### src/hdl/i2cm_pkg.sv
package i2cm_pkg;

  typedef enum logic [2:0] {
    KIND_TICK  = 3'd0,
    KIND_START = 3'd1,
    KIND_STOP  = 3'd2,
    KIND_WRITE = 3'd3,
    KIND_READ  = 3'd4
  } kind_t;

  typedef enum logic [4:0] {
    OP_IDLE  = 5'b00001,
    OP_START = 5'b00010,
    OP_STOP  = 5'b00100,
    OP_WRITE = 5'b01000,
    OP_READ  = 5'b10000
  } op_t;

  typedef enum logic [1:0] {
    PH_SCL_HIGH = 2'd0,
    PH_SCL_LOW  = 2'd1,
    PH_SHIFT    = 2'd2
  } wr_phase_t;

  localparam logic [4:0] WR_LAST_SHIFT = 5'd23;
  localparam logic [4:0] WR_BITS_END   = 5'd24;
  localparam logic [4:0] WR_LAST_STEP  = 5'd25;
  localparam logic [4:0] RD_BITS_END   = 5'd15;
  localparam logic [4:0] RD_BITS_STOP  = 5'd16;

  typedef struct packed {
    logic [2:0] kind;
    logic [7:0] data;
    logic       send_ack;
    logic       sda_in;
  } req_t;

  typedef struct packed {
    logic       scl_line;
    logic       sda_line;
    logic       busy_res;
    logic       done_res;
    logic [7:0] rx_data;
    logic       nack;
    logic       rejected;
  } res_t;

endpackage

### src/hdl/i2cm_if.sv
interface i2cm_in_if;
  logic       valid;
  logic       ready;
  logic [2:0] kind;
  logic [7:0] data;
  logic       send_ack;
  logic       sda_in;

  modport source (output valid, kind, data, send_ack, sda_in, input ready);
  modport sink (input valid, kind, data, send_ack, sda_in, output ready);
endinterface

interface i2cm_out_if;
  logic       valid;
  logic       ready;
  logic       scl_line;
  logic       sda_line;
  logic       busy_res;
  logic       done_res;
  logic [7:0] rx_data;
  logic       nack;
  logic       rejected;

  modport source (output valid, scl_line, sda_line, busy_res, done_res, rx_data, nack,
                  rejected, input ready);
  modport sink (input valid, scl_line, sda_line, busy_res, done_res, rx_data, nack,
                rejected, output ready);
endinterface

### src/hdl/i2cm_in_reg.sv
module i2cm_in_reg (
  input  logic                clk,
  input  logic                rst_n,
  i2cm_in_if.sink             in_ch,
  output logic                req_valid,
  output i2cm_pkg::req_t      req,
  input  logic                req_take
);

  logic           valid_r;
  i2cm_pkg::req_t req_r;

  assign in_ch.ready = !valid_r || req_take;
  assign req_valid   = valid_r;
  assign req         = req_r;

  always_ff @(posedge clk) begin
    if (!rst_n) begin
      valid_r <= 1'b0;
    end else if (in_ch.ready) begin
      valid_r <= in_ch.valid;
    end
  end

  always_ff @(posedge clk) begin
    if (in_ch.ready && in_ch.valid) begin
      req_r <= '{kind: in_ch.kind, data: in_ch.data, send_ack: in_ch.send_ack,
                 sda_in: in_ch.sda_in};
    end
  end

endmodule

### src/hdl/i2cm_engine.sv
module i2cm_engine (
  input  logic                clk,
  input  logic                rst_n,
  input  logic                req_valid,
  input  i2cm_pkg::req_t      req,
  output logic                req_take,
  i2cm_out_if.source          out_ch
);

  i2cm_pkg::op_t       op_r, op_nxt;
  logic [4:0]          step_r, step_nxt;
  i2cm_pkg::wr_phase_t phase_r, phase_nxt;
  logic [7:0]          shift_r, shift_nxt;
  logic                ack_r, ack_nxt;
  logic                scl_r, scl_nxt;
  logic                sda_r, sda_nxt;
  logic                out_valid_r;
  i2cm_pkg::res_t      res_r, res_nxt;
  logic                done;
  logic                rej;
  logic [7:0]          rx;
  logic                nk;

  assign req_take = req_valid && (!out_valid_r || out_ch.ready);

  always_comb begin
    op_nxt    = op_r;
    step_nxt  = step_r;
    phase_nxt = phase_r;
    shift_nxt = shift_r;
    ack_nxt   = ack_r;
    scl_nxt   = scl_r;
    sda_nxt   = sda_r;
    done      = 1'b0;
    rej       = 1'b0;
    rx        = 8'd0;
    nk        = 1'b0;
    unique case (req.kind)
      i2cm_pkg::KIND_START, i2cm_pkg::KIND_STOP, i2cm_pkg::KIND_WRITE,
      i2cm_pkg::KIND_READ: begin
        if (op_r != i2cm_pkg::OP_IDLE) begin
          rej = 1'b1;
        end else begin
          step_nxt  = 5'd0;
          phase_nxt = i2cm_pkg::PH_SCL_HIGH;
          priority if (req.kind == i2cm_pkg::KIND_START) begin
            op_nxt  = i2cm_pkg::OP_START;
            sda_nxt = 1'b1;
            scl_nxt = 1'b1;
          end else if (req.kind == i2cm_pkg::KIND_STOP) begin
            op_nxt  = i2cm_pkg::OP_STOP;
            sda_nxt = 1'b0;
          end else if (req.kind == i2cm_pkg::KIND_WRITE) begin
            op_nxt    = i2cm_pkg::OP_WRITE;
            shift_nxt = req.data;
            sda_nxt   = req.data[7];
          end else begin
            op_nxt    = i2cm_pkg::OP_READ;
            shift_nxt = 8'd0;
            ack_nxt   = req.send_ack;
            sda_nxt   = 1'b1;
            scl_nxt   = 1'b1;
          end
        end
      end
      i2cm_pkg::KIND_TICK: begin
        step_nxt = step_r + 5'd1;
        unique case (op_r)
          i2cm_pkg::OP_START: begin
            if (step_r == 5'd0) begin
              sda_nxt = 1'b0;
            end else begin
              scl_nxt = 1'b0;
              done    = 1'b1;
            end
          end
          i2cm_pkg::OP_STOP: begin
            if (step_r == 5'd0) begin
              scl_nxt = 1'b1;
            end else begin
              sda_nxt = 1'b1;
              done    = 1'b1;
            end
          end
          i2cm_pkg::OP_WRITE: begin
            priority if (step_r < i2cm_pkg::WR_BITS_END) begin
              unique case (phase_r)
                i2cm_pkg::PH_SCL_HIGH: begin
                  scl_nxt   = 1'b1;
                  phase_nxt = i2cm_pkg::PH_SCL_LOW;
                end
                i2cm_pkg::PH_SCL_LOW: begin
                  scl_nxt   = 1'b0;
                  phase_nxt = i2cm_pkg::PH_SHIFT;
                end
                default: begin
                  shift_nxt = {shift_r[6:0], 1'b0};
                  sda_nxt   = (step_r < i2cm_pkg::WR_LAST_SHIFT) ? shift_r[6] : 1'b1;
                  phase_nxt = i2cm_pkg::PH_SCL_HIGH;
                end
              endcase
            end else if (step_r == i2cm_pkg::WR_BITS_END) begin
              scl_nxt = 1'b1;
            end else begin
              nk      = req.sda_in;
              scl_nxt = 1'b0;
              done    = 1'b1;
            end
          end
          i2cm_pkg::OP_READ: begin
            priority if (step_r < i2cm_pkg::RD_BITS_STOP && !step_r[0]) begin
              shift_nxt = {shift_r[6:0], req.sda_in};
              scl_nxt   = 1'b0;
            end else if (step_r < i2cm_pkg::RD_BITS_END) begin
              scl_nxt = 1'b1;
            end else if (step_r == i2cm_pkg::RD_BITS_END) begin
              sda_nxt = !ack_r;
              scl_nxt = 1'b1;
            end else begin
              scl_nxt = 1'b0;
              rx      = shift_r;
              done    = 1'b1;
            end
          end
          default: begin
            step_nxt = step_r;
          end
        endcase
        if (done) begin
          op_nxt    = i2cm_pkg::OP_IDLE;
          step_nxt  = 5'd0;
          phase_nxt = i2cm_pkg::PH_SCL_HIGH;
        end
      end
      default: ;
    endcase
    res_nxt = '{scl_line: scl_nxt, sda_line: sda_nxt,
                busy_res: (op_nxt != i2cm_pkg::OP_IDLE), done_res: done,
                rx_data: rx, nack: nk, rejected: rej};
  end

  always_ff @(posedge clk) begin
    if (!rst_n) begin
      op_r        <= i2cm_pkg::OP_IDLE;
      step_r      <= 5'd0;
      phase_r     <= i2cm_pkg::PH_SCL_HIGH;
      shift_r     <= 8'd0;
      ack_r       <= 1'b0;
      scl_r       <= 1'b1;
      sda_r       <= 1'b1;
      out_valid_r <= 1'b0;
    end else begin
      if (req_take) begin
        op_r    <= op_nxt;
        step_r  <= step_nxt;
        phase_r <= phase_nxt;
        shift_r <= shift_nxt;
        ack_r   <= ack_nxt;
        scl_r   <= scl_nxt;
        sda_r   <= sda_nxt;
      end
      if (req_take) begin
        out_valid_r <= 1'b1;
      end else if (out_ch.ready) begin
        out_valid_r <= 1'b0;
      end
    end
  end

  always_ff @(posedge clk) begin
    if (req_take) begin
      res_r <= res_nxt;
    end
  end

  assign out_ch.valid    = out_valid_r;
  assign out_ch.scl_line = res_r.scl_line;
  assign out_ch.sda_line = res_r.sda_line;
  assign out_ch.busy_res = res_r.busy_res;
  assign out_ch.done_res = res_r.done_res;
  assign out_ch.rx_data  = res_r.rx_data;
  assign out_ch.nack     = res_r.nack;
  assign out_ch.rejected = res_r.rejected;

`ifndef NO_ASSERTIONS
  a_done_idle: assert property (@(posedge clk) disable iff (!rst_n)
    out_valid_r && res_r.done_res |-> !res_r.busy_res && op_r == i2cm_pkg::OP_IDLE)
    else $error("completed command left the master busy");

  a_idle_clear: assert property (@(posedge clk) disable iff (!rst_n)
    op_r == i2cm_pkg::OP_IDLE |-> step_r == 5'd0 && phase_r == i2cm_pkg::PH_SCL_HIGH)
    else $error("idle with a live step count");

  a_step_bound: assert property (@(posedge clk) disable iff (!rst_n)
    step_r <= i2cm_pkg::WR_LAST_STEP)
    else $error("step count past the end of a write");

  a_report_only_on_done: assert property (@(posedge clk) disable iff (!rst_n)
    out_valid_r && (res_r.rx_data != 8'd0 || res_r.nack) |-> res_r.done_res)
    else $error("read data or nack reported without completion");

  a_reject_holds: assert property (@(posedge clk) disable iff (!rst_n)
    req_take && rej |=> $stable(op_r) && $stable(step_r) && $stable(shift_r))
    else $error("rejected command changed the sequence");
`endif

endmodule

### src/hdl/i2c_bit_level_master.sv
// Bit-level I2C master. Each request is either a tick (one 5 us half period) or a
// command: start, stop, write byte or read byte. Commands are taken only while
// idle and are otherwise returned with rejected set; every request yields exactly
// one result carrying the SCL and SDA levels after it. Start and stop run 2 ticks,
// a write 26 ticks (SDA sampled on the last, high means nack), a read 17 ticks.
// Throughput is one request per clock unless the output stalls; a request passes an
// input register and the line sequencer, whose state and result register are
// updated in the same cycle, and its result is shown from that result register.
module i2c_bit_level_master (
  input  logic        clk,
  input  logic        rst_n,
  i2cm_in_if.sink     in_ch,
  i2cm_out_if.source  out_ch
);

  logic           req_valid;
  logic           req_take;
  i2cm_pkg::req_t req;

  i2cm_in_reg u_in_reg (
    .clk       (clk),
    .rst_n     (rst_n),
    .in_ch     (in_ch),
    .req_valid (req_valid),
    .req       (req),
    .req_take  (req_take)
  );

  i2cm_engine u_engine (
    .clk       (clk),
    .rst_n     (rst_n),
    .req_valid (req_valid),
    .req       (req),
    .req_take  (req_take),
    .out_ch    (out_ch)
  );

endmodule
### src/flat_wrapper.sv
// flat-port wrapper written by rule: the top's interface ports become plain ports
module i2c_bit_level_master_flat 
  (clk, rst_n, in_ch_valid, in_ch_kind, in_ch_data, in_ch_send_ack, in_ch_sda_in, in_ch_ready, out_ch_valid, out_ch_scl_line, out_ch_sda_line, out_ch_busy_res, out_ch_done_res, out_ch_rx_data, out_ch_nack, out_ch_rejected, out_ch_ready);
  i2cm_in_if in_ch_i ();
  i2cm_out_if out_ch_i ();
  input  logic clk;
  input  logic rst_n;
  input wire logic [$bits(in_ch_i.valid)-1:0] in_ch_valid;
  input wire logic [$bits(in_ch_i.kind)-1:0] in_ch_kind;
  input wire logic [$bits(in_ch_i.data)-1:0] in_ch_data;
  input wire logic [$bits(in_ch_i.send_ack)-1:0] in_ch_send_ack;
  input wire logic [$bits(in_ch_i.sda_in)-1:0] in_ch_sda_in;
  output wire logic [$bits(in_ch_i.ready)-1:0] in_ch_ready;
  output wire logic [$bits(out_ch_i.valid)-1:0] out_ch_valid;
  output wire logic [$bits(out_ch_i.scl_line)-1:0] out_ch_scl_line;
  output wire logic [$bits(out_ch_i.sda_line)-1:0] out_ch_sda_line;
  output wire logic [$bits(out_ch_i.busy_res)-1:0] out_ch_busy_res;
  output wire logic [$bits(out_ch_i.done_res)-1:0] out_ch_done_res;
  output wire logic [$bits(out_ch_i.rx_data)-1:0] out_ch_rx_data;
  output wire logic [$bits(out_ch_i.nack)-1:0] out_ch_nack;
  output wire logic [$bits(out_ch_i.rejected)-1:0] out_ch_rejected;
  input wire logic [$bits(out_ch_i.ready)-1:0] out_ch_ready;
  assign in_ch_i.valid = in_ch_valid;
  assign in_ch_i.kind = in_ch_kind;
  assign in_ch_i.data = in_ch_data;
  assign in_ch_i.send_ack = in_ch_send_ack;
  assign in_ch_i.sda_in = in_ch_sda_in;
  assign in_ch_ready = in_ch_i.ready;
  assign out_ch_valid = out_ch_i.valid;
  assign out_ch_scl_line = out_ch_i.scl_line;
  assign out_ch_sda_line = out_ch_i.sda_line;
  assign out_ch_busy_res = out_ch_i.busy_res;
  assign out_ch_done_res = out_ch_i.done_res;
  assign out_ch_rx_data = out_ch_i.rx_data;
  assign out_ch_nack = out_ch_i.nack;
  assign out_ch_rejected = out_ch_i.rejected;
  assign out_ch_i.ready = out_ch_ready;
  i2c_bit_level_master u_core (.clk(clk), .rst_n(rst_n), .in_ch(in_ch_i), .out_ch(out_ch_i));
endmodule
### config.mk
export PLATFORM = sky130hd
export DESIGN_NAME = i2c_bit_level_master_flat
export DESIGN_NICKNAME = d
export VERILOG_FILES = /design/src/hdl/i2cm_pkg.sv /design/src/hdl/i2cm_if.sv /design/src/hdl/i2cm_in_reg.sv /design/src/hdl/i2cm_engine.sv /design/src/hdl/i2c_bit_level_master.sv /design/src/flat_wrapper.sv
export SDC_FILE = /design/constraint.sdc
export NUM_CORES = 1
export LEC_CHECK = 0
export BUFFER_PORTS_ARGS = -buffer_cell sky130_fd_sc_hd__buf_2
export CAP_MARGIN = 25
export CORE_MARGIN = 10
export CORE_UTILIZATION = 47
export DETAILED_ROUTE_END_ITERATION = 12
export PLACE_DENSITY = 0.67
export SYNTH_ARGS = -nofsm -noshare
export SYNTH_HDL_FRONTEND = slang
export SYNTH_HIERARCHICAL = 1
export SYNTH_SLANG_ARGS = --single-unit
### constraint.sdc
create_clock -name clk -period 6.7 [get_ports clk]
set_input_delay 0.67 -clock clk [delete_from_list [all_inputs] [get_ports clk]]
set_output_delay 0.67 -clock clk [all_outputs]
set_load 0.02 [all_outputs]
==> Word level (Yosys, flattened, before mapping) <==
Index checks and enable logic that the tools add are counted.
{ "word_totals": {"reg_bits": 52, "latchBits": 0, "ram_bits": 0, "romBits": 0, "mem_count": 0} }
{ "classes": {"addsub": 1, "mul": 0, "div_mod_pow": 0, "order_cmp": 4, "n_eq_ne": 23, "shift": 0, "n_mux": 64, "bitwise_logic": 7, "reduce_logical": 24} }
{ "op_table": {"columns": ["operator", "count"], "rows": [
  ["$mux W8", 7],
  ["$mux W5", 8],
  ["$mux W1", 33],
  ["$pmux W8 S2", 2],
  ["$pmux W5 S2", 2],
  ["$lt A5 B5 Y1 const B", 3],
  ["$ne A3 B3 Y1 const B", 5],
  ["$reduce_or A4 Y1", 3],
  ["$eq A5 B4 Y1 const B", 2],
  ["$eq A5 B5 Y1 const B", 2],
  ["$ne A5 B1 Y1 const B", 2],
  ["$reduce_and A9 Y1", 1],
  ["$mux W2", 4],
  ["$pmux W1 S4", 2],
  ["$pmux W2 S2", 2],
  ["$not A1 Y1", 7],
  ["$eq A3 B2 Y1 const B", 2],
  ["$ne A2 B2 Y1 const B", 3],
  ["$pmux W1 S2", 3],
  ["$reduce_and A6 Y1", 1],
  ["$add A5 B1 Y5 const B", 1],
  ["$eq A5 B2 Y1 const B", 1],
  ["$eq A5 B3 Y1 const B", 1],
  ["$logic_not A5 Y1", 1],
  ["other kinds (17)", 25]
]} }

==> Depth between registers and ports, before layout <==
{ "depth": {"ltp_word": 9, "mapped_depth": 9, "mapped_depth_nobuf": 9} }

==> Cells and area by module <==
Netlist, hierarchy kept.
{ "modules_own_cells": {"columns": ["module", "instances", "cells_per_inst", "area_each_um2", "seq_area_each_um2"], "rows": [
  ["i2cm_engine", 1, 237, 2083.2, 900.9],
  ["i2cm_in_reg", 1, 18, 447.9, 410.4]
]} }

==> Worst setup path before layout <==
OpenSTA, ideal clock, no wires.
{ "synth_path": {"path_kind": "input port to output port", "start": "input port out_ch_ready", "end": "output port in_ch_ready", "arrival_ns": 1.855, "required_time_ns": 6.030, "path_slack_ns": 4.175, "path_stages": 4, "path_cell_list": "nand2b_1 > nand2_1 > clkinv_1 > nand2b_4"} }
{ "synth_between": {"elab_chain_len": 3} }
{ "synth_lines": {"columns": ["element", "line", "text"], "rows": [
  ["start, declared", "flat_wrapper.sv:22", "input wire logic [$bits(out_ch_i.ready)-1:0] out_ch_ready;"],
  ["$logic_or A1 B1 Y1", "i2cm_engine.sv:24", "assign req_take = req_valid && (!out_valid_r || out_ch.ready);"],
  ["$logic_and A1 B1 Y1", "i2cm_engine.sv:24", null],
  ["named net u_core.req_take", "i2c_bit_level_master.sv:17", "logic req_take;"],
  ["$logic_or A1 B1 Y1", "i2cm_in_reg.sv:13", "assign in_ch.ready = !valid_r || req_take;"],
  ["end, declared", "flat_wrapper.sv:13", "output wire logic [$bits(in_ch_i.ready)-1:0] in_ch_ready;"]
]} }
The timed path passes the listed nets, and every way through them passes these cells.

==> Final worst setup path <==
Ends and elaborated chain as after synthesis.

==> results.cfg <==
[pwr]
p_total_w = 0.000652
power.density_nw_per_um2 = 228
ir_drop_uv = 128
power.leakage_nw = 0.983

[critical_path]
reg2reg_to = u_core/u_engine/op_r[3]
r2r_start = u_core/u_engine/step_r[0]
required_ps = 6030
rrSetupSlack_ps = 4060
start_kind = input port
reg2regPathDepth = 7
crit_type = input port to primary output
crit_start = out_ch_ready
path_max_fanout = 22
end_kind = primary output
crit_arrival_ps = 2470

[clock_network]
cts_resized = 0
numClockSinks = 52
cts_tree = yes
ctsLongestPathBuffers = 2
htreeDepth = 2
postCtsHoldBufs = 0
post_cts_buffers = 0
cts_root_buffer = clkbuf_8
clk_latency_ps = 310
path_clk_slew_ps = 90
cts_inserted_buffers = 5

[sta]
relSlewSlack = 0.499
rsz0062_at_grt = false
hold_viol = 0
fmax_mhz = 318
min_period_ps = 3140
final-setup-viol-count = 0
fin_crit_sh = 0.469
finalSetupTns_ps = 0
finalClockSkew_ps = 4.18
slew_violations = 0
max_slew.worst_pin.slew_ps = 746

[grt]
grt_max_degree = 23
grt_pass1_vias = 1854
antenna_found_initial = 0
grt_pass1_wl_um = 9150
track_usage = 0.130
grt_overflow = 0

[placement]
portBuffers = 32
dpl.hpwl_um = 4010
placed_cells = 349
gp_congestion = 0.922

[finish]
final_cell_mix = buf_2, nand2_1, edfxtp_1
utilization = 0.553
layout_commonest_cell = buf_2
instances_no_fill = 357
drive_above_1_share = 0.188
area_growth_pct = 13.1
n_antenna_cell = 0
fin_nets = 306

[floorplan]
die_area_sq_um = 8720
die_y_um = 93.4
start_util = 0.489
fp-row-count = 26
io_pins = 33
core_sq_um = 5170
die_x_um = 93.4

[yosys]
syn-num-nets = 275
synthArstFlopShare = 0
synthFlopType = edfxtp_1
syn_area_per_cell_sq_um = 9.93
synth_cell_types = 61
synth_edf_count = 27
ys_seq_elements = 52
synthesis.instances = 255
syn_area_sq_um = 2530
synth-seq-area-share = 0.518
yosysWarningCount = 6

[route]
vias_per_cell = 5.60
wl_per_cell_um = 15.5
vias = 1999
drc = 0
drt_wl_total_um = 5540
first_iter_violations = 133
ant_nets = 0
firstDrtPassIters = 5

[min_path]
holdPathEnd = u_core/u_engine/shift_r[7]
hold_start = u_core/u_engine/shift_r[7]
hold_path.class = flop to flop
worstHoldPathCells = 2

[status]
status = complete, no violations

[run]
cap_violations = 0
state kept, by name, indices dropped and copies added (netlist names), 2 cells and up:
register and cells:
u_core/u_engine/step_r 5, u_core/u_engine/op_r 5, u_core/u_engine/shift_r 8, u_core/u_engine/out_ch.rx_data 8
u_core/u_in_reg/req 13, u_core/u_engine/phase_r 2
kinds of logic after synthesis:
family	after synthesis	synth area share
flip-flops	52	0.518
AND/OR/NAND/NOR	104	0.225
AO/OA/AOI/OAI	68	0.188
XOR/XNOR	3	0.0104
adder cells (fa/ha/maj)	5	0.0232
buffers and inverters	23	0.0346
per-layer routing:
| layer | share of wire | up-vias | GRT usage |
|---|---|---|---|
| met3 | 0.082 | 7 | 0.0448 |
| met4 | 0.013 | 0 | 0.0463 |
| met1 | 0.46 | 915 | 0.170 |
| met2 | 0.44 | 75 | 0.194 |
| met5 | 0 | - | 0 |
| li1 | - | 1002 | - |
worst max-delay path, stage by stage:
cell      delay [ps]
buf_2             90
nand2b_1         140
nand2_1          310
clkinv_1         710
nand2b_4         380
buf_2            160
layout make-up:
| type | instances | area [sq um] |
|---|---|---|
| repair buffers | 33 | 168 |
| clock buffers | 6 | 72.6 |
| fillers | 463 | 2310 |
| inverters | 14 | 52.6 |
| clock inverters | 2 | 38.8 |
| multi-input cells | 180 | 1130 |
| well taps | 70 | 87.6 |
| flip-flops and latches | 52 | 1310 |
power by group:
part	total, W	leakage (nW)	switching [W]	internal, W
combinational	0.0000742	0.475	0.0000478	0.0000264
sequential	0.000360	0.452	0.0000101	0.000350
clock	0.000218	0.0558	0.000105	0.000113
cell usage after synthesis (2+ instances only):
library cell | count | area, sq um
a21boi_0 | 2 | 15.0
a21oi_1 | 17 | 85.1
a22oi_1 | 7 | 52.6
a31oi_1 | 3 | 18.8
a32o_1 | 2 | 20.0
a41oi_1 | 2 | 17.5
and2_1 | 11 | 68.8
and3_1 | 3 | 18.8
and4_1 | 2 | 17.5
clkbuf_1 | 7 | 26.3
clkinv_1 | 2 | 7.51
dfxtp_1 | 25 | 500
edfxtp_1 | 27 | 811
ha_1 | 3 | 37.5
inv_1 | 12 | 45.0
nand2_1 | 30 | 113
nand2b_1 | 3 | 18.8
nand3_1 | 7 | 35.0
nand3b_1 | 2 | 15.0
nor2_1 | 14 | 52.6
nor2b_1 | 2 | 12.5
nor3_1 | 7 | 35.0
nor3b_1 | 2 | 15.0
nor4_1 | 2 | 12.5
o211ai_1 | 2 | 15.0
o21a_1 | 3 | 22.5
o21ai_0 | 10 | 50.1
o21ai_1 | 2 | 10.0
o311ai_1 | 2 | 17.5
o31ai_1 | 2 | 15.0
o32ai_1 | 2 | 17.5
or2_2 | 2 | 12.5
or3_1 | 7 | 43.8
xnor2_1 | 2 | 17.5
through the flow:
stage / instance area, sq um / hold slack [ps] / worst slack, ps
6_report: 2860 / 459 / 3560
3_5_place_dp: 2750 / 446 / 3580
3_3_place_gp: 2750 / 439 / 3620
4_1_cts: 2860 / 459 / 3570
2_1_floorplan: 2530 / 432 / 4180
5_1_grt: 2860 / 489 / 3450
worst max path at each step:
stage | cells after the start | slack (ps) | endpoint
after floorplan | 4 | 4180 | in_ch_ready
after global placement | 6 | 3620 | in_ch_ready
after detailed placement | 6 | 3580 | in_ch_ready
after CTS | 6 | 3570 | in_ch_ready
after global routing | 6 | 3450 | in_ch_ready
final | 6 | 3560 | in_ch_ready
Power figures use the tool's default switching activity.
